**config.mk**
```make
export PLATFORM = sky130hd
export DESIGN_NAME = section_allocation_map_flat
export DESIGN_NICKNAME = d
export VERILOG_FILES = /design/src/rtl/sam_pkg.sv /design/src/rtl/sam_if.sv /design/src/rtl/sam_ram.sv /design/src/rtl/sam_ctrl.sv /design/src/rtl/sam_dp.sv /design/src/rtl/section_allocation_map.sv /design/src/flat_wrapper.sv
export SDC_FILE = /design/constraint.sdc
export NUM_CORES = 1
export LEC_CHECK = 0
export BUFFER_PORTS_ARGS = -buffer_cell sky130_fd_sc_hd__buf_4
export CORE_MARGIN = 8
export CORE_UTILIZATION = 40
export DETAILED_ROUTE_END_ITERATION = 6
export PLACE_DENSITY = 0.57
export SLEW_MARGIN = 40
export SYNTH_ARGS = -nofsm -noshare
export SYNTH_HDL_FRONTEND = slang
export SYNTH_SLANG_ARGS = --single-unit
```
**constraint.sdc**
```tcl
create_clock -name clk -period 6.2 [get_ports clk]
set_clock_uncertainty 0.1 [all_clocks]
set_input_delay 0.31 -clock clk [delete_from_list [all_inputs] [get_ports clk]]
set_output_delay 0.31 -clock clk [all_outputs]
set_load 0.05 [all_outputs]
```
**src/rtl/sam_pkg.sv**
```systemverilog
// Shared constants, codes and control types of the section allocation map.
package sam_pkg;

  localparam int MAX_SECTIONS_DEF = 512;
  localparam int WORD_W           = 32;
  localparam int BIT_W            = 5;
  localparam int SEC_W            = 9;
  localparam int OP_W             = 2;
  localparam int STAT_W           = 3;
  localparam int ADDR_W           = 32;
  localparam int SECTION_SHIFT    = 20;

  localparam logic [ADDR_W-1:0] MACHINE_LIMIT = 32'h2000_0000;
  localparam logic [SEC_W-1:0]  CFG_RESET     = 9'd256;

  typedef enum logic [OP_W-1:0] {
    OP_ALLOC_ANY   = 2'd0,
    OP_ALLOC_EXACT = 2'd1,
    OP_FREE        = 2'd2,
    OP_QUERY       = 2'd3
  } op_t;

  typedef enum logic [STAT_W-1:0] {
    STAT_OK        = 3'd0,
    STAT_TAKEN     = 3'd1,
    STAT_FULL      = 3'd2,
    STAT_NOT_ALLOC = 3'd3,
    STAT_RANGE     = 3'd4
  } status_t;

  typedef enum logic [1:0] {
    S_IDLE,
    S_LOOKUP,
    S_CHECK,
    S_DONE
  } state_t;

  typedef struct packed {
    logic idle;
    logic load_req;
    logic rd_en;
    logic set_early;
    logic commit;
    logic next_row;
    logic load_out;
  } cmd_t;

  typedef struct packed {
    logic req_valid;
    logic early;
    logic hit;
    logic is_any;
    logic out_free;
  } sts_t;

endpackage

```
**src/rtl/sam_if.sv**
```systemverilog
// Request and response channel interfaces of the section allocation map.
interface sam_req_if import sam_pkg::*; ();
  logic              valid;
  logic              ready;
  op_t               op;
  logic [SEC_W-1:0]  section_index;
  logic [ADDR_W-1:0] phys_address;

  modport source (output valid, op, section_index, phys_address, input ready);
  modport sink   (input valid, op, section_index, phys_address, output ready);
endinterface

interface sam_rsp_if import sam_pkg::*; ();
  logic             valid;
  logic             ready;
  status_t          status;
  logic [SEC_W-1:0] granted_section;
  logic             is_allocated;

  modport source (output valid, status, granted_section, is_allocated, input ready);
  modport sink   (input valid, status, granted_section, is_allocated, output ready);
endinterface

```
**src/rtl/sam_ram.sv**
```systemverilog
// Generic single-write, single-read RAM with registered read data.
module sam_ram #(
  parameter int WIDTH = 32,
  parameter int DEPTH = 16,
  parameter int AW    = (DEPTH > 1) ? $clog2(DEPTH) : 1
) (
  input  logic             clk,
  input  logic             we,
  input  logic [AW-1:0]    waddr,
  input  logic [WIDTH-1:0] wdata,
  input  logic             re,
  input  logic [AW-1:0]    raddr,
  output logic [WIDTH-1:0] rdata
);

  logic [WIDTH-1:0] mem [DEPTH];

  always_ff @(posedge clk) begin
    if (we) begin
      mem[waddr] <= wdata;
    end
    if (re) begin
      rdata <= mem[raddr];
    end
  end

endmodule

```
**src/rtl/sam_ctrl.sv**
```systemverilog
// Request sequencer: accept, look up, check and deliver one word at a time.
module sam_ctrl import sam_pkg::*; (
  input  logic clk,
  input  logic rst,
  input  sts_t sts,
  output cmd_t cmd
);

  state_t state;
  state_t state_next;

  always_ff @(posedge clk) begin
    if (rst) begin
      state <= S_IDLE;
    end else begin
      state <= state_next;
    end
  end

  always_comb begin
    state_next = state;
    case (state)
      S_IDLE: begin
        if (sts.req_valid) state_next = S_LOOKUP;
      end
      S_LOOKUP: begin
        state_next = sts.early ? S_DONE : S_CHECK;
      end
      S_CHECK: begin
        state_next = (sts.is_any && !sts.hit) ? S_LOOKUP : S_DONE;
      end
      S_DONE: begin
        if (sts.out_free) state_next = S_IDLE;
      end
      default: state_next = S_IDLE;
    endcase
  end

  always_comb begin
    cmd = '0;
    case (state)
      S_IDLE: begin
        cmd.idle     = 1'b1;
        cmd.load_req = sts.req_valid;
      end
      S_LOOKUP: begin
        cmd.rd_en     = !sts.early;
        cmd.set_early = sts.early;
      end
      S_CHECK: begin
        cmd.commit   = !sts.is_any || sts.hit;
        cmd.next_row = sts.is_any && !sts.hit;
      end
      S_DONE: begin
        cmd.load_out = sts.out_free;
      end
      default: cmd = '0;
    endcase
  end

endmodule

```
**src/rtl/sam_dp.sv**
```systemverilog
// Map storage, request registers, bit search and response register.
module sam_dp import sam_pkg::*; #(
  parameter int MAX_SECTIONS = MAX_SECTIONS_DEF,
  parameter int ROWS         = (MAX_SECTIONS + WORD_W - 1) / WORD_W,
  parameter int ROW_W        = (ROWS > 1) ? $clog2(ROWS) : 1
) (
  input  logic              clk,
  input  logic              rst,
  input  logic              cfg_wr_en,
  input  logic [SEC_W-1:0]  cfg_wr_data,
  input  cmd_t              cmd,
  output sts_t              sts,
  input  logic              req_valid,
  input  op_t               req_op_in,
  input  logic [SEC_W-1:0]  req_section_index,
  input  logic [ADDR_W-1:0] req_phys_address,
  output logic              rsp_valid,
  input  logic              rsp_ready,
  output status_t           rsp_status,
  output logic [SEC_W-1:0]  rsp_granted_section,
  output logic              rsp_is_allocated
);

  localparam int CMP_RAW = $clog2(MAX_SECTIONS + WORD_W) + 1;
  localparam int CMP_W   = (CMP_RAW > SEC_W + 1) ? CMP_RAW : SEC_W + 1;
  localparam logic [CMP_W-1:0] MAX_LIM = CMP_W'(MAX_SECTIONS);

  logic [SEC_W-1:0]  sections_in_use;
  logic [CMP_W-1:0]  cfg_ext;
  logic [CMP_W-1:0]  lim;

  op_t               req_op;
  logic [SEC_W-1:0]  req_sec;
  logic              req_machine;
  logic [ROW_W:0]    scan_row;

  logic [CMP_W-1:0]  base;
  logic [CMP_W-1:0]  sec_ext;
  logic [CMP_W-1:0]  remaining;
  logic [ROW_W-1:0]  sec_row;
  logic [ROW_W-1:0]  rd_row;

  logic [ROWS-1:0]   row_valid;
  logic              rd_valid;
  logic [WORD_W-1:0] rd_data;
  logic [WORD_W-1:0] word;

  logic [WORD_W-1:0] avail;
  logic [BIT_W-1:0]  free_idx;
  logic              hit;
  logic [BIT_W-1:0]  bit_pos;
  logic              cur_bit;
  logic [WORD_W-1:0] pos_mask;
  logic [WORD_W-1:0] wr_data;
  logic              wr_cond;
  logic              wr_en;
  logic              early;

  status_t           st_status;
  logic [SEC_W-1:0]  st_granted;
  logic              st_alloc;
  logic              out_free;

  always_ff @(posedge clk) begin
    if (rst) begin
      sections_in_use <= CFG_RESET;
    end else if (cfg_wr_en) begin
      sections_in_use <= cfg_wr_data;
    end
  end

  assign cfg_ext = CMP_W'(sections_in_use);
  assign lim     = (cfg_ext > MAX_LIM) ? MAX_LIM : cfg_ext;

  always_ff @(posedge clk) begin
    if (cmd.load_req) begin
      req_op      <= req_op_in;
      req_sec     <= (req_op_in == OP_QUERY) ? req_phys_address[SECTION_SHIFT +: SEC_W]
                                             : req_section_index;
      req_machine <= (req_phys_address >= MACHINE_LIMIT);
      scan_row    <= '0;
    end else if (cmd.next_row) begin
      scan_row    <= scan_row + 1'b1;
    end
  end

  assign base      = CMP_W'({scan_row, {BIT_W{1'b0}}});
  assign sec_ext   = CMP_W'(req_sec);
  assign remaining = lim - base;
  assign sec_row   = ROW_W'(req_sec >> BIT_W);
  assign rd_row    = (req_op == OP_ALLOC_ANY) ? scan_row[ROW_W-1:0] : sec_row;

  always_comb begin
    case (req_op)
      OP_ALLOC_ANY:   early = (base >= lim);
      OP_ALLOC_EXACT: early = (sec_ext >= lim);
      OP_FREE:        early = (sec_ext >= lim);
      OP_QUERY:       early = req_machine || (sec_ext >= lim);
      default:        early = 1'b1;
    endcase
  end

  sam_ram #(
    .WIDTH (WORD_W),
    .DEPTH (ROWS),
    .AW    (ROW_W)
  ) u_map (
    .clk   (clk),
    .we    (wr_en),
    .waddr (rd_row),
    .wdata (wr_data),
    .re    (cmd.rd_en),
    .raddr (rd_row),
    .rdata (rd_data)
  );

  always_ff @(posedge clk) begin
    if (rst) begin
      row_valid <= '0;
    end else if (wr_en) begin
      row_valid[rd_row] <= 1'b1;
    end
  end

  always_ff @(posedge clk) begin
    if (cmd.rd_en) begin
      rd_valid <= row_valid[rd_row];
    end
  end

  assign word = rd_valid ? rd_data : '0;

  always_comb begin
    for (int b = 0; b < WORD_W; b++) begin
      avail[b] = !word[b] && (remaining > CMP_W'(b));
    end
  end

  always_comb begin
    free_idx = '0;
    for (int b = WORD_W - 1; b >= 0; b--) begin
      if (avail[b]) free_idx = BIT_W'(b);
    end
  end

  assign hit      = |avail;
  assign bit_pos  = req_sec[BIT_W-1:0];
  assign cur_bit  = word[bit_pos];
  assign pos_mask = WORD_W'(1) << bit_pos;

  always_comb begin
    wr_cond = 1'b0;
    wr_data = word;
    case (req_op)
      OP_ALLOC_ANY: begin
        wr_cond = 1'b1;
        wr_data = word | (WORD_W'(1) << free_idx);
      end
      OP_ALLOC_EXACT: begin
        wr_cond = !cur_bit;
        wr_data = word | pos_mask;
      end
      OP_FREE: begin
        wr_cond = cur_bit;
        wr_data = word & ~pos_mask;
      end
      default: begin
        wr_cond = 1'b0;
        wr_data = word;
      end
    endcase
  end

  assign wr_en = cmd.commit && wr_cond;

  always_ff @(posedge clk) begin
    if (cmd.set_early) begin
      st_granted <= '0;
      if (req_op == OP_ALLOC_ANY) begin
        st_status <= STAT_FULL;
        st_alloc  <= 1'b0;
      end else if (req_op == OP_QUERY && req_machine) begin
        st_status <= STAT_OK;
        st_alloc  <= 1'b1;
      end else begin
        st_status <= STAT_RANGE;
        st_alloc  <= 1'b0;
      end
    end else if (cmd.commit) begin
      case (req_op)
        OP_ALLOC_ANY: begin
          st_status  <= STAT_OK;
          st_granted <= SEC_W'(base + CMP_W'(free_idx));
          st_alloc   <= 1'b0;
        end
        OP_ALLOC_EXACT: begin
          st_status  <= cur_bit ? STAT_TAKEN : STAT_OK;
          st_granted <= '0;
          st_alloc   <= 1'b0;
        end
        OP_FREE: begin
          st_status  <= cur_bit ? STAT_OK : STAT_NOT_ALLOC;
          st_granted <= '0;
          st_alloc   <= 1'b0;
        end
        default: begin
          st_status  <= STAT_OK;
          st_granted <= '0;
          st_alloc   <= cur_bit;
        end
      endcase
    end
  end

  assign out_free = !rsp_valid || rsp_ready;

  always_ff @(posedge clk) begin
    if (rst) begin
      rsp_valid <= 1'b0;
    end else if (cmd.load_out) begin
      rsp_valid <= 1'b1;
    end else if (rsp_ready) begin
      rsp_valid <= 1'b0;
    end
  end

  always_ff @(posedge clk) begin
    if (cmd.load_out) begin
      rsp_status          <= st_status;
      rsp_granted_section <= st_granted;
      rsp_is_allocated    <= st_alloc;
    end
  end

  assign sts.req_valid = req_valid;
  assign sts.early     = early;
  assign sts.hit       = hit;
  assign sts.is_any    = (req_op == OP_ALLOC_ANY);
  assign sts.out_free  = out_free;

endmodule

```
**src/rtl/section_allocation_map.sv**
```systemverilog
// Top level of the section allocation map: 1 MB section bitmap allocator.
// Usage:
//   req carries one word per request: op, section_index, phys_address.
//   rsp returns one word per request: status, granted_section, is_allocated.
//   cfg_wr_en/cfg_wr_data write sections_in_use; write only while idle.
// Sequencing:
//   Allocate exact, free and query pass through the lookup, check and done states
//   from acceptance to rsp.valid. Allocate any reads the map one 32-section row per
//   lookup and check pass until it finds a free section or reaches the limit.
//   An out-of-range section or a machine-owned address answers without a map
//   read, going from lookup straight to done.
//   One request is in flight at a time; req.ready returns as the result moves
//   into the output register, together with rsp.valid.
// Reset:
//   Clears the map through per-row valid bits, with no clearing pass, and
//   sets sections_in_use to 256.
// Stall:
//   A held result sits in the output register; the next request may be
//   accepted and worked on, and waits at its end for the register to free.
module section_allocation_map import sam_pkg::*; #(
  parameter int MAX_SECTIONS = MAX_SECTIONS_DEF
) (
  input  logic             clk,
  input  logic             rst,
  sam_req_if.sink          req,
  sam_rsp_if.source        rsp,
  input  logic             cfg_wr_en,
  input  logic [SEC_W-1:0] cfg_wr_data
);

  cmd_t cmd;
  sts_t sts;

  sam_ctrl u_ctrl (
    .clk (clk),
    .rst (rst),
    .sts (sts),
    .cmd (cmd)
  );

  sam_dp #(
    .MAX_SECTIONS (MAX_SECTIONS)
  ) u_dp (
    .clk                 (clk),
    .rst                 (rst),
    .cfg_wr_en           (cfg_wr_en),
    .cfg_wr_data         (cfg_wr_data),
    .cmd                 (cmd),
    .sts                 (sts),
    .req_valid           (req.valid),
    .req_op_in           (req.op),
    .req_section_index   (req.section_index),
    .req_phys_address    (req.phys_address),
    .rsp_valid           (rsp.valid),
    .rsp_ready           (rsp.ready),
    .rsp_status          (rsp.status),
    .rsp_granted_section (rsp.granted_section),
    .rsp_is_allocated    (rsp.is_allocated)
  );

  assign req.ready = cmd.idle;

  a_one_in_flight: assert property (@(posedge clk) disable iff (rst)
    req.valid && req.ready |=> !req.ready)
    else $error("request accepted while another is in flight");

  a_grant_ok: assert property (@(posedge clk) disable iff (rst)
    rsp.valid && (rsp.granted_section != '0) |-> rsp.status == STAT_OK)
    else $error("nonzero grant with failing status");

  a_alloc_ok: assert property (@(posedge clk) disable iff (rst)
    rsp.valid && rsp.is_allocated |-> rsp.status == STAT_OK)
    else $error("allocated answer with failing status");

endmodule

```
**src/flat_wrapper.sv**
```systemverilog
// flat-port wrapper written by rule: the top's interface ports become plain ports
module section_allocation_map_flat import sam_pkg::*;
#(
  parameter int MAX_SECTIONS = MAX_SECTIONS_DEF
)
  (clk, rst, cfg_wr_en, cfg_wr_data, req_valid, req_op, req_section_index, req_phys_address, req_ready, rsp_valid, rsp_status, rsp_granted_section, rsp_is_allocated, rsp_ready);
  sam_req_if req_i ();
  sam_rsp_if rsp_i ();
  input  logic clk;
  input  logic rst;
  input  logic cfg_wr_en;
  input  logic [SEC_W-1:0] cfg_wr_data;
  input wire logic [$bits(req_i.valid)-1:0] req_valid;
  input wire logic [$bits(req_i.op)-1:0] req_op;
  input wire logic [$bits(req_i.section_index)-1:0] req_section_index;
  input wire logic [$bits(req_i.phys_address)-1:0] req_phys_address;
  output wire logic [$bits(req_i.ready)-1:0] req_ready;
  output wire logic [$bits(rsp_i.valid)-1:0] rsp_valid;
  output wire logic [$bits(rsp_i.status)-1:0] rsp_status;
  output wire logic [$bits(rsp_i.granted_section)-1:0] rsp_granted_section;
  output wire logic [$bits(rsp_i.is_allocated)-1:0] rsp_is_allocated;
  input wire logic [$bits(rsp_i.ready)-1:0] rsp_ready;
  assign req_i.valid = req_valid;
  assign req_i.op = req_op;
  assign req_i.section_index = req_section_index;
  assign req_i.phys_address = req_phys_address;
  assign req_ready = req_i.ready;
  assign rsp_valid = rsp_i.valid;
  assign rsp_status = rsp_i.status;
  assign rsp_granted_section = rsp_i.granted_section;
  assign rsp_is_allocated = rsp_i.is_allocated;
  assign rsp_i.ready = rsp_ready;
  section_allocation_map #(.MAX_SECTIONS(MAX_SECTIONS)) u_core (.clk(clk), .rst(rst), .req(req_i), .rsp(rsp_i), .cfg_wr_en(cfg_wr_en), .cfg_wr_data(cfg_wr_data));
endmodule
```
==> metrics.txt, run 1 <==
clk_lat worst skew 0.61 ns; FF+latch count, synth 616; endpoints failing hold 0; crit start category register; Avg Synthesized Cell Area 15.6 um2; Avg Vias per Cell 5.89; remaining global-route overflow 0; adder-cell share of the synthesized area 0.958%; share of post-route cells with drive strength above 1 22.5%; worst hold path type register to register; Critical Path Fanout Max 13; core box area 66900 um2; CTS tree built; largest net degree at the start of global routing 78; post-route setup TNS 0 ns; first-pass GRT wire length 109 mm; Max-Cap Viols 0; Leak 10.3 nW; Yosys warnings 0; Ports 72; Worst Setup SP u_core.u_dp.scan_row[0]$_SDFFE_PP0P_; DIE AREA 75800 um2; Antenna Nets Post-Route 0; GRT Total Usage 19.3%; Syn Std Cell Area 26900 um2; number of global-route vias before repair 16600; Crit Path Class register to register; Port Buffers 51; Synth Instances 1727; kind of end point of the critical path register; HP Start u_core.u_dp.st_status[1]$_DFFE_PP_; Num CTS Buffers 66; Crit path required time 6.44 ns; Clock transition at path regs 0.06 ns; fin nets 1943; post-synth cell types 83; minimum clock period 5.26 ns; Pwr Total 9.86 mW; R2R depth 14; Worst Hold Path Cells 0; peak supply drop 0.000177 V; Post-CTS Setup Bufs 0; Post-Synth XOR/XNOR Area 0.163%; post-DP HPWL 46.5 mm; PD cells 313 nW/um2; Diodes inserted 0; Async SR Flop Fraction 0%; relative slew slack 40.8%; Max Freq 0.190 GHz; most frequent cells in the layout edfxtp_1, nand2_1, mux4_2, buf_4, clkbuf_16; Layout area overhead 17.0%; status finished clean; final WL 73.0 mm; First-pass DRT Iterations 5; mux contribution to synthesized area 13.0%; initial DRC count 1670; initial antenna violation count 0; routed vias 16400; complex-gate fraction of the synthesized area 8.77%; Post-synth EDFFs 574; Worst-Margin Slew 0.887 ns; top_reg_cell synth edfxtp_1; Slew Limit Fails 0; Die X 275 um; slack of the critical path 0.939 ns; syn_nets 1804; commonest non-fill, non-tap cell in the layout edfxtp_1; Seq/Total Area, Yosys 67.2%; Initial Util 40.2%; final RePlAce weighted congestion 0.975; WL per Instance 26.2 um; Core Rows 95; RR Startpoint u_core.u_dp.scan_row[0]$_SDFFE_PP0P_; Finish-stage setup viols 0; simple-gate share of the synthesized area 8.07%; CTS H-tree depth 3; # clock sinks 616; Root Driver clkbuf_16; CP arrival 5.51 ns; pre-CTS WS 0.959 ns; main combinational cell family by area after synthesis multiplexers; RSZ-0062 raised after global routing no; post-route clock period utilization 84.9%; # DRC 0; Max clock buf depth 3; die height 275 um
Yosys cell counts, drive strengths merged (7+ instances only):
cell     instances  share of area (%)
a211oi          42                1.3
a21o            11               0.31
a21oi           61                1.1
a22oi           10               0.28
a31oi           54                1.3
a32oi            8               0.26
and2            45                1.0
buf             32               0.53
clkbuf          76                1.1
dfxtp           42                3.1
edfxtp         574                 64
ha              19               0.88
inv             21               0.29
mux2            14               0.59
mux2i           16               0.60
mux4           141                 12
nand2          188                2.7
nand2b          12               0.28
nand3           47               0.93
nand4           15               0.35
nor2            78                1.1
nor2b           11               0.26
nor3             7               0.13
nor4             8               0.19
o2111ai          9               0.29
o211ai           8               0.24
o21a            14               0.39
o21ai           55                1.0
o2bb2ai         16               0.52
critical path, cell delays in order (launching register included):
cell and delay [ns]:
dfxtp_1 0.40, ha_1 0.26, fa_1 0.45, or2b_1 0.29, a211oi_4 0.31, o2111ai_1 0.40, a221oi_1 0.58, nand3_1 0.35
o41ai_4 0.63, buf_4 0.26, nor2_2 0.07, nand3_2 0.29, nor2_4 0.17, buf_16 0.20, buf_4 0.22
flip-flops by register name, indices dropped and copies added, names as in the netlist, 2 cells and up:
name                             count
u_core.u_dp.u_map.mem              512
u_core.u_dp.req_op                   2
u_core.u_dp.row_valid               16
u_core.u_dp.rsp_status               3
u_core.u_dp.sections_in_use          9
u_core.u_dp.st_status                3
u_core.u_dp.st_granted               9
u_core.u_dp.rsp_granted_section      9
u_core.u_dp.scan_row                 5
u_core.u_dp.req_sec                  9
u_core.u_dp.u_map.rdata             32
u_core.u_ctrl.state                  2
final timing paths:
check	endpoint	slack [ns]
max	u_core.u_dp.u_map.mem[1][13]$_DFFE_PP_	0.94
min	u_core.u_dp.rsp_status[1]$_DFFE_PP_	0.32
max reg2reg	u_core.u_dp.u_map.mem[1][13]$_DFFE_PP_	0.94
min reg2reg	u_core.u_dp.rsp_status[1]$_DFFE_PP_	0.32
routing by layer:
layer | vias to the layer above | global-route usage (%) | routed length (um)
met4 | 0 | 8.56 | 3010
met3 | 133 | 3.27 | 4330
met1 | 8452 | 26.6 | 32100
met5 | - | 0 | 0
li1 | 7197 | - | -
met2 | 615 | 30.1 | 33600
area by class of cell:
cell class              instances  area, um2
fillers                      5712      35400
flip-flops and latches        616      18100
multi-input cells             982       8520
clock buffers                  88       1790
repair buffers                179       1690
well taps                     873       1090
clock inverters                27        239
inverters                      21       78.8
kinds of logic after synthesis:
family | Yosys count
compound gates | 338
mux | 171
flops | 616
fa+ha+maj | 20
xor+xnor | 5
simple gates | 448
buf+inv | 129
repair_timing:
item,in CTS,in global routing
hold buffers,44,0
hold endpoints to repair,24,0
gates resized for setup,0,0
power by group:
part / leakage (nW) / total, mW / switching, mW / internal [mW]
combinational: 3.64 / 1.31 / 0.815 / 0.497
sequential: 5.64 / 4.81 / 0.102 / 4.71
clock: 0.988 / 3.74 / 1.58 / 2.16
per-stage QoR:
stage               instances  instance area (um2)  utilization, %  hold slack [ns]
floorplan                1727                26900               -            0.289
global placement         2612                28700            42.9            0.306
detailed placement       2627                29000            43.4            0.309
CTS                      2786                31500            47.1            0.318
global route             2786                31500            47.1            0.329
finish                   2786                31500            47.1            0.321
Power figures use the tool's default switching activity.
==> run 2: changes to the inputs <==
==> constraint.sdc (replaced) <==
create_clock -name clk -period 4.31 [get_ports clk]
set_clock_uncertainty 0.1 [all_clocks]
set_input_delay 0.2155 -clock clk [delete_from_list [all_inputs] [get_ports clk]]
set_output_delay 0.2155 -clock clk [all_outputs]
set_load 0.05 [all_outputs]
==> run 2 against run 1 <==
Register-to-register slack worse by 0.85 ns. Total power increased by 50%. Largest cell class unchanged. Final area grew 5.2%.
==> metrics.txt, run 2 (synthesis results as in run 1) <==
# DRC 0 (unchanged); endpoints failing hold 0 (unchanged); CTS H-tree depth 3 (unchanged); clk_lat worst skew 0.62 ns (about the same); sequential share of power 46.6% (-2.2 points); Placed Area 29900 um2 (+3.1%); number of global-route vias before repair 17200 (+3.4%); GRT Total Usage 20.6% (+1.2 points); Crit path required time 4.67 ns (-1.77 ns); Initial Util 40.2% (unchanged); Layout area overhead 23.1%; Hold Slack 0.248 ns (-0.0730 ns); Finish-stage setup viols 0 (unchanged); combinational power share 14.8% (+1.5 points); most frequent cells in the layout edfxtp_1, nand2_1, buf_4, mux4_2, clkbuf_16; crit start category register; CP Cell Sequence inv_1 -> ha_1 -> fa_2 -> or2b_1 -> a211oi_4 -> buf_6 -> o211ai_1 -> a21o_1 -> a211oi_2 -> o211ai_1 -> buf_4 -> nand2_1 -> buf_6 -> buf_4 -> nand2_4 -> o41ai_4 -> buf_4; relative slew slack 44.3% (+3.6 points); peak supply drop 0.000218 V (+23%); Finished Cell Area 33100 um2 (+5.2%); Ports 72 (unchanged); post-route clock period utilization 97.9% (+13 points); Diodes inserted 0 (unchanged); die height 275 um (unchanged); Critical Path Fanout Max 8 (-5); flop2flop setup slack 0.09 ns (-0.85 ns); worst hold path type input port to register; routed vias 16700 (+2.0%); CP max-delay cell fa_2; Max Freq 0.237 GHz (+25%); Leak 11.0 nW (+7.0%); final WL 77.9 mm (+6.7%); WL per Instance 26.9 um (+2.6%); slowest stage delay, CP 0.40 ns (-0.23 ns); Buf/Inv on CP 6 (+3); remaining global-route overflow 0 (unchanged); clock power share 38.6% (+0.7 points); Root Driver clkbuf_16; final RePlAce weighted congestion 0.988 (+1.3%); First-pass DRT Iterations 6 (+1); post-DP HPWL 49.6 mm (+6.7%); Num CTS Buffers 67 (+1.5%); share of post-route cells with drive strength above 1 28.6% (+6.2 points); # clock sinks 616 (unchanged); Port Buffers 51 (unchanged); largest reg by FF count u_core.u_dp.u_map.mem; biggest regs u_core.u_dp.u_map.mem: 512 flops, u_core.u_dp.u_map.rdata: 32 flops, u_core.u_dp.row_valid: 16 flops; Pwr Total 14.8 mW (+50%); Slew Limit Fails 0 (unchanged); status finished clean; Max clock buf depth 3 (unchanged); Crit Path Class register to register; Antenna Nets Post-Route 0 (unchanged); commonest non-fill, non-tap cell in the layout edfxtp_1; minimum clock period 4.22 ns (-1.04 ns); first-pass GRT wire length 114 mm (+5.0%); Net Switching 3.76 mW (+51%); Die X 275 um (unchanged); most frequent cell on the critical path buf_4; Worst-Margin Slew 0.833 ns (-0.0534 ns); sw frac 25.4% (+0.091 points); Cell Int Power 11.0 mW (+50%); Post-Route Utilization 49.5% (+2.4 points); CP arrival 4.58 ns (-0.93 ns); max reg flops 512 (unchanged); kind of end point of the critical path register; initial DRC count 1409 (-16%); RSZ-0062 raised after global routing yes; DIE AREA 75800 um2 (unchanged); fin nets 2051 (+5.6%); Max-Cap Viols 0 (unchanged); PD cells 446 nW/um2 (+43%); Crit path max-delay family compound AO/OA/AOI/OAI gates; Avg Vias per Cell 5.77 (-2.0%); core box area 66900 um2 (unchanged); CTS tree built; initial antenna violation count 0 (unchanged); Clock transition at path regs 0.06 ns (about the same); largest net degree at the start of global routing 71 (-9.0%); Core Rows 95 (unchanged)
==> run 2: metal layers <==
metal	GRT usage (%)	vias up	part of all wire (%)	wire length [um]
li1	-	7429	-	-
met1	27.7	8711	44	34300
met2	33.7	464	48	37400
met3	3.01	115	4.7	3640
met4	7.86	0	3.3	2580
met5	0	-	0	0
==> run 2: what timing repair did <==
item                                   in CTS  in global routing
buffers inserted                            0                  5
endpoints found under the hold margin      24                  0
resized for setup                          35                 47
gates cloned                                1                  3
pin swaps                                   1                  9
hold buffers                               53                  0
setup endpoints to repair                 727                917
==> run 2: path summary, 6_finish.rpt <==
| path | from | endpoint | cells after the start |
|---|---|---|---|
| worst max-delay path | u_core.u_dp.sections_in_use[5]$_SDFFE_PP0P_ | u_core.u_dp.u_map.mem[0][0]$_DFFE_PP_ | 17 |
| worst min-delay path | req_op[0] | u_core.u_dp.req_op[0]$_DFFE_PP_ | 2 |
| worst max register to register | u_core.u_dp.sections_in_use[5]$_SDFFE_PP0P_ | u_core.u_dp.u_map.mem[0][0]$_DFFE_PP_ | 17 |
| worst min register to register | u_core.u_dp.st_alloc$_DFFE_PP_ | u_core.u_dp.rsp_is_allocated$_DFFE_PP_ | 0 |
==> run 2: final cells by class <==
cell class,count,area [um2]
fillers,5636,33800
flip-flops and latches,616,18100
well taps,873,1090
inverters,21,78.8
clock buffers,80,1770
multi-input cells,982,8860
clock inverters,40,425
repair buffers,286,2820
==> run 2: metrics by stage <==
step / setup TNS [ns] / cells / setup slack (ns)
5_1_grt: -0.452 / 2898 / -0.0267
3_3_place_gp: -28.99 / 2716 / -0.301
6_report: 0 / 2898 / 0.0907
4_1_cts: -0.0467 / 2890 / -0.00311
2_1_floorplan: -52.18 / 1727 / -0.533
3_5_place_dp: -42.67 / 2716 / -0.320
==> run 2: worst register-to-register path: cells and delay by family (launching register included) <==
| kind | cells | cell delay (ns) |
|---|---|---|
| AOI/OAI and AO/OA | 6 | 1.56 |
| DFF | 1 | 0.33 |
| buffers and inverters | 6 | 0.99 |
| and+or+nand+nor | 3 | 0.47 |
| adders and majority gates | 2 | 0.63 |
==> run 2: power by group through the flow <==
stage	logic [mW]	registers (mW)	clock network, mW
floorplan	1.25	6.96	0
global placement	2.03	7.01	0
detailed placement	2.05	7.01	0
CTS	2.14	6.88	5.84
global route	2.34	6.90	6.04
finish	2.19	6.89	5.71
==> run 3: changes to the inputs <==
--- a/config.mk
+++ b/config.mk
@@ -6,6 +6,7 @@
 export NUM_CORES = 1
 export LEC_CHECK = 0
 export BUFFER_PORTS_ARGS = -buffer_cell sky130_fd_sc_hd__buf_4
+export CORE_ASPECT_RATIO = 1.4
 export CORE_MARGIN = 8
 export CORE_UTILIZATION = 40
 export DETAILED_ROUTE_END_ITERATION = 6
==> run 3 against run 2 <==
The run now ends with design-rule violations left. Core utilization up 0.72 points. Die area up 0.15%. Final area up 0.91%. Critical path depth unchanged. Combinational power up 7%. Cell count up 1.1%. Hold slack worse by 0.0028 ns. First-iteration DRC count up 5.5%. Via count up 2.2%. Fmax about the same. Worst setup slack worse by 0.0010 ns. Critical path type unchanged. Largest power group unchanged.
==> metrics.txt, run 3 (synthesis results as in run 1) <==
largest reg by FF count u_core.u_dp.u_map.mem; Diodes inserted 0 (unchanged); routed vias 17100 (+2.2%); R2R depth 17 (unchanged); fin nets 2105 (+2.6%); Initial Util 40.4% (+0.22 points); post-route setup TNS 0 ns (unchanged); Antenna Nets Post-Route 0 (unchanged); first-pass GRT wire length 120 mm (+5.1%); FILL cells 5479 (-2.8%); Crit Path Class register to register; crit start category register; Max-Cap Viols 0 (unchanged); violated checks design-rule violations; Crit path required time 4.67 ns (about the same); core box area 66600 um2 (-0.53%); # clock sinks 616 (unchanged); final RePlAce weighted congestion 0.994 (+0.64%); Port Buffers 51 (unchanged); initial DRC count 1487 (+5.5%); Core Rows 112 (+18%); final WL 82.4 mm (+5.7%); CP arrival 4.58 ns (about the same); clk_lat worst skew 0.63 ns (about the same); Layout area overhead 24.2%; HP Start req_op[0]; status finished with violations; PD cells 439 nW/um2 (-1.7%); initial antenna violation count 0 (unchanged); worst hold path type input port to register; Die X 235 um (-15%); Clock transition at path regs 0.07 ns (about the same); Max Freq 0.237 GHz (about the same); biggest regs u_core.u_dp.u_map.mem: 512 flops, u_core.u_dp.u_map.rdata: 32 flops, u_core.u_dp.row_valid: 16 flops; number of global-route vias before repair 17700 (+2.9%); most frequent cells in the layout edfxtp_1, buf_4, nand2_1, mux4_2, nor2_1; CTS tree built; flop2flop setup slack 0.09 ns (about the same); Num CTS Buffers 57 (-15%); Root Driver clkbuf_16; Max clock buf depth 3 (unchanged); max reg flops 512 (unchanged); post-DP HPWL 57.0 mm (+15%); Critical Path Fanout Max 16 (+8); post-route clock period utilization 97.9% (about the same); Pwr Total 14.7 mW (-0.78%); kind of end point of the critical path register; reg2reg end u_core.u_dp.u_map.mem[2][27]$_DFFE_PP_; CTS H-tree depth 2 (-1); share of post-route cells with drive strength above 1 30.2% (+1.6 points); Finish-stage setup viols 0 (unchanged); Avg Vias per Cell 5.83 (+1.1%); First-pass DRT Iterations 7 (+1); endpoints failing hold 0 (unchanged); largest net degree at the start of global routing 60 (-15%); WL per Instance 28.1 um (+4.6%); hold endpoint u_core.u_dp.req_op[0]$_DFFE_PP_; # DRC 1 (+1); GRT Total Usage 21.3% (+0.74 points); relative slew slack 49.6% (+5.3 points); minimum clock period 4.22 ns (+0.00105 ns); RR Startpoint u_core.u_dp.sections_in_use[5]$_SDFFE_PP0P_; Leak 11.2 nW (+2.2%); commonest non-fill, non-tap cell in the layout edfxtp_1; remaining global-route overflow 0 (unchanged); Worst-Margin Slew 0.755 ns (-0.0784 ns); Worst Hold Path Cells 2 (unchanged); die height 323 um (+17%); Ports 72 (unchanged); Hold Slack 0.245 ns (-0.00283 ns); peak supply drop 0.000354 V (+62%); Slew Limit Fails 0 (unchanged); DIE AREA 76000 um2 (+0.15%)
## run 3: changes by cell type in the layout (fill, tap and decap cells not counted), moves of 4 or more
cell,change
buf_6,-8
clkinv_4,-4
clkbuf_16,-10
buf_4,+58
buf_12,+12
bufinv_16,+5
## run 3: repair_timing
| action | CTS | global route |
|---|---|---|
| gates cloned | 0 | 4 |
| setup endpoints to repair | 356 | 955 |
| gates resized for setup | 23 | 30 |
| setup buffers | 3 | 5 |
| hold buffers | 50 | 0 |
| hold endpoints to repair | 24 | 0 |
| pin swaps | 6 | 20 |
## run 3: worst max-delay path: stages, from the launching register on
cell and delay (ns):
dfxtp_2 0.33, inv_1 0.06, ha_2 0.20, fa_2 0.36, or2b_1 0.29, a211oi_4 0.31, o2111ai_1 0.17, buf_4 0.19
buf_4 0.14, a21oi_1 0.15, o32ai_1 0.12, o21ai_2 0.26, o211a_2 0.30, buf_8 0.14, buf_12 0.12, nand3_2 0.14
a31oi_2 0.37, buf_4 0.27
## run 3: worst max-delay path by stage
| stage | from | endpoint | slack (ns) |
|---|---|---|---|
| 6_report | u_core.u_dp.sections_in_use[5]$_SDFFE_PP0P_ | u_core.u_dp.u_map.mem[2][27]$_DFFE_PP_ | 0.09 |
| 4_1_cts | u_core.u_dp.sections_in_use[5]$_SDFFE_PP0P_ | u_core.u_dp.u_map.mem[13][30]$_DFFE_PP_ | -0.02 |
| 5_1_grt | u_core.u_dp.sections_in_use[5]$_SDFFE_PP0P_ | u_core.u_dp.u_map.mem[15][14]$_DFFE_PP_ | -0.05 |
| 3_5_place_dp | u_core.u_dp.sections_in_use[5]$_SDFFE_PP0P_ | u_core.u_dp.u_map.mem[8][25]$_DFFE_PP_ | -0.24 |
| 3_3_place_gp | u_core.u_dp.sections_in_use[5]$_SDFFE_PP0P_ | u_core.u_dp.u_map.mem[10][25]$_DFFE_PP_ | -0.22 |
| 2_1_floorplan | u_core.u_dp.sections_in_use[5]$_SDFFE_PP0P_ | u_core.u_dp.u_map.mem[12][0]$_DFFE_PP_ | -0.53 |
## run 3: layout make-up
type | count | area, um2 | area share, %
Inverter | 21 | 78.8 | 0.236
Sequential cell | 616 | 18100 | 54.1
Clock inverter | 39 | 505 | 1.51
Clock buffer | 67 | 1510 | 4.51
Tap cell | 855 | 1070 | 3.20
Multi-Input combinational cell | 982 | 8760 | 26.2
Timing Repair Buffer | 350 | 3430 | 10.3
## run 3: report_power, final
part	switching, mW	total, mW	internal (mW)
registers	0.124	6.89	6.76
logic	1.37	2.34	0.967
clock network	2.23	5.45	3.22
## run 3: metal layers
metal | vias to the layer above | track usage, % | share of wire [%]
li1 | 7532 | - | -
met1 | 8853 | 24.6 | 38
met2 | 517 | 38.2 | 52
met3 | 185 | 2.44 | 3.8
met4 | 0 | 12.4 | 6.5
met5 | - | 0 | 0
## run 3: metrics by stage
| step | setup WS (ns) | instance area (um2) | std cells | util [%] |
|---|---|---|---|---|
| 3_3_place_gp | -0.216 | 30500 | 2760 | 45.8 |
| 3_5_place_dp | -0.235 | 30600 | 2762 | 45.9 |
| 5_1_grt | -0.0451 | 33400 | 2930 | 50.2 |
| 2_1_floorplan | -0.533 | 27000 | 1727 | - |
| 6_report | 0.0896 | 33400 | 2930 | 50.2 |
| 4_1_cts | -0.0219 | 33200 | 2921 | 49.9 |
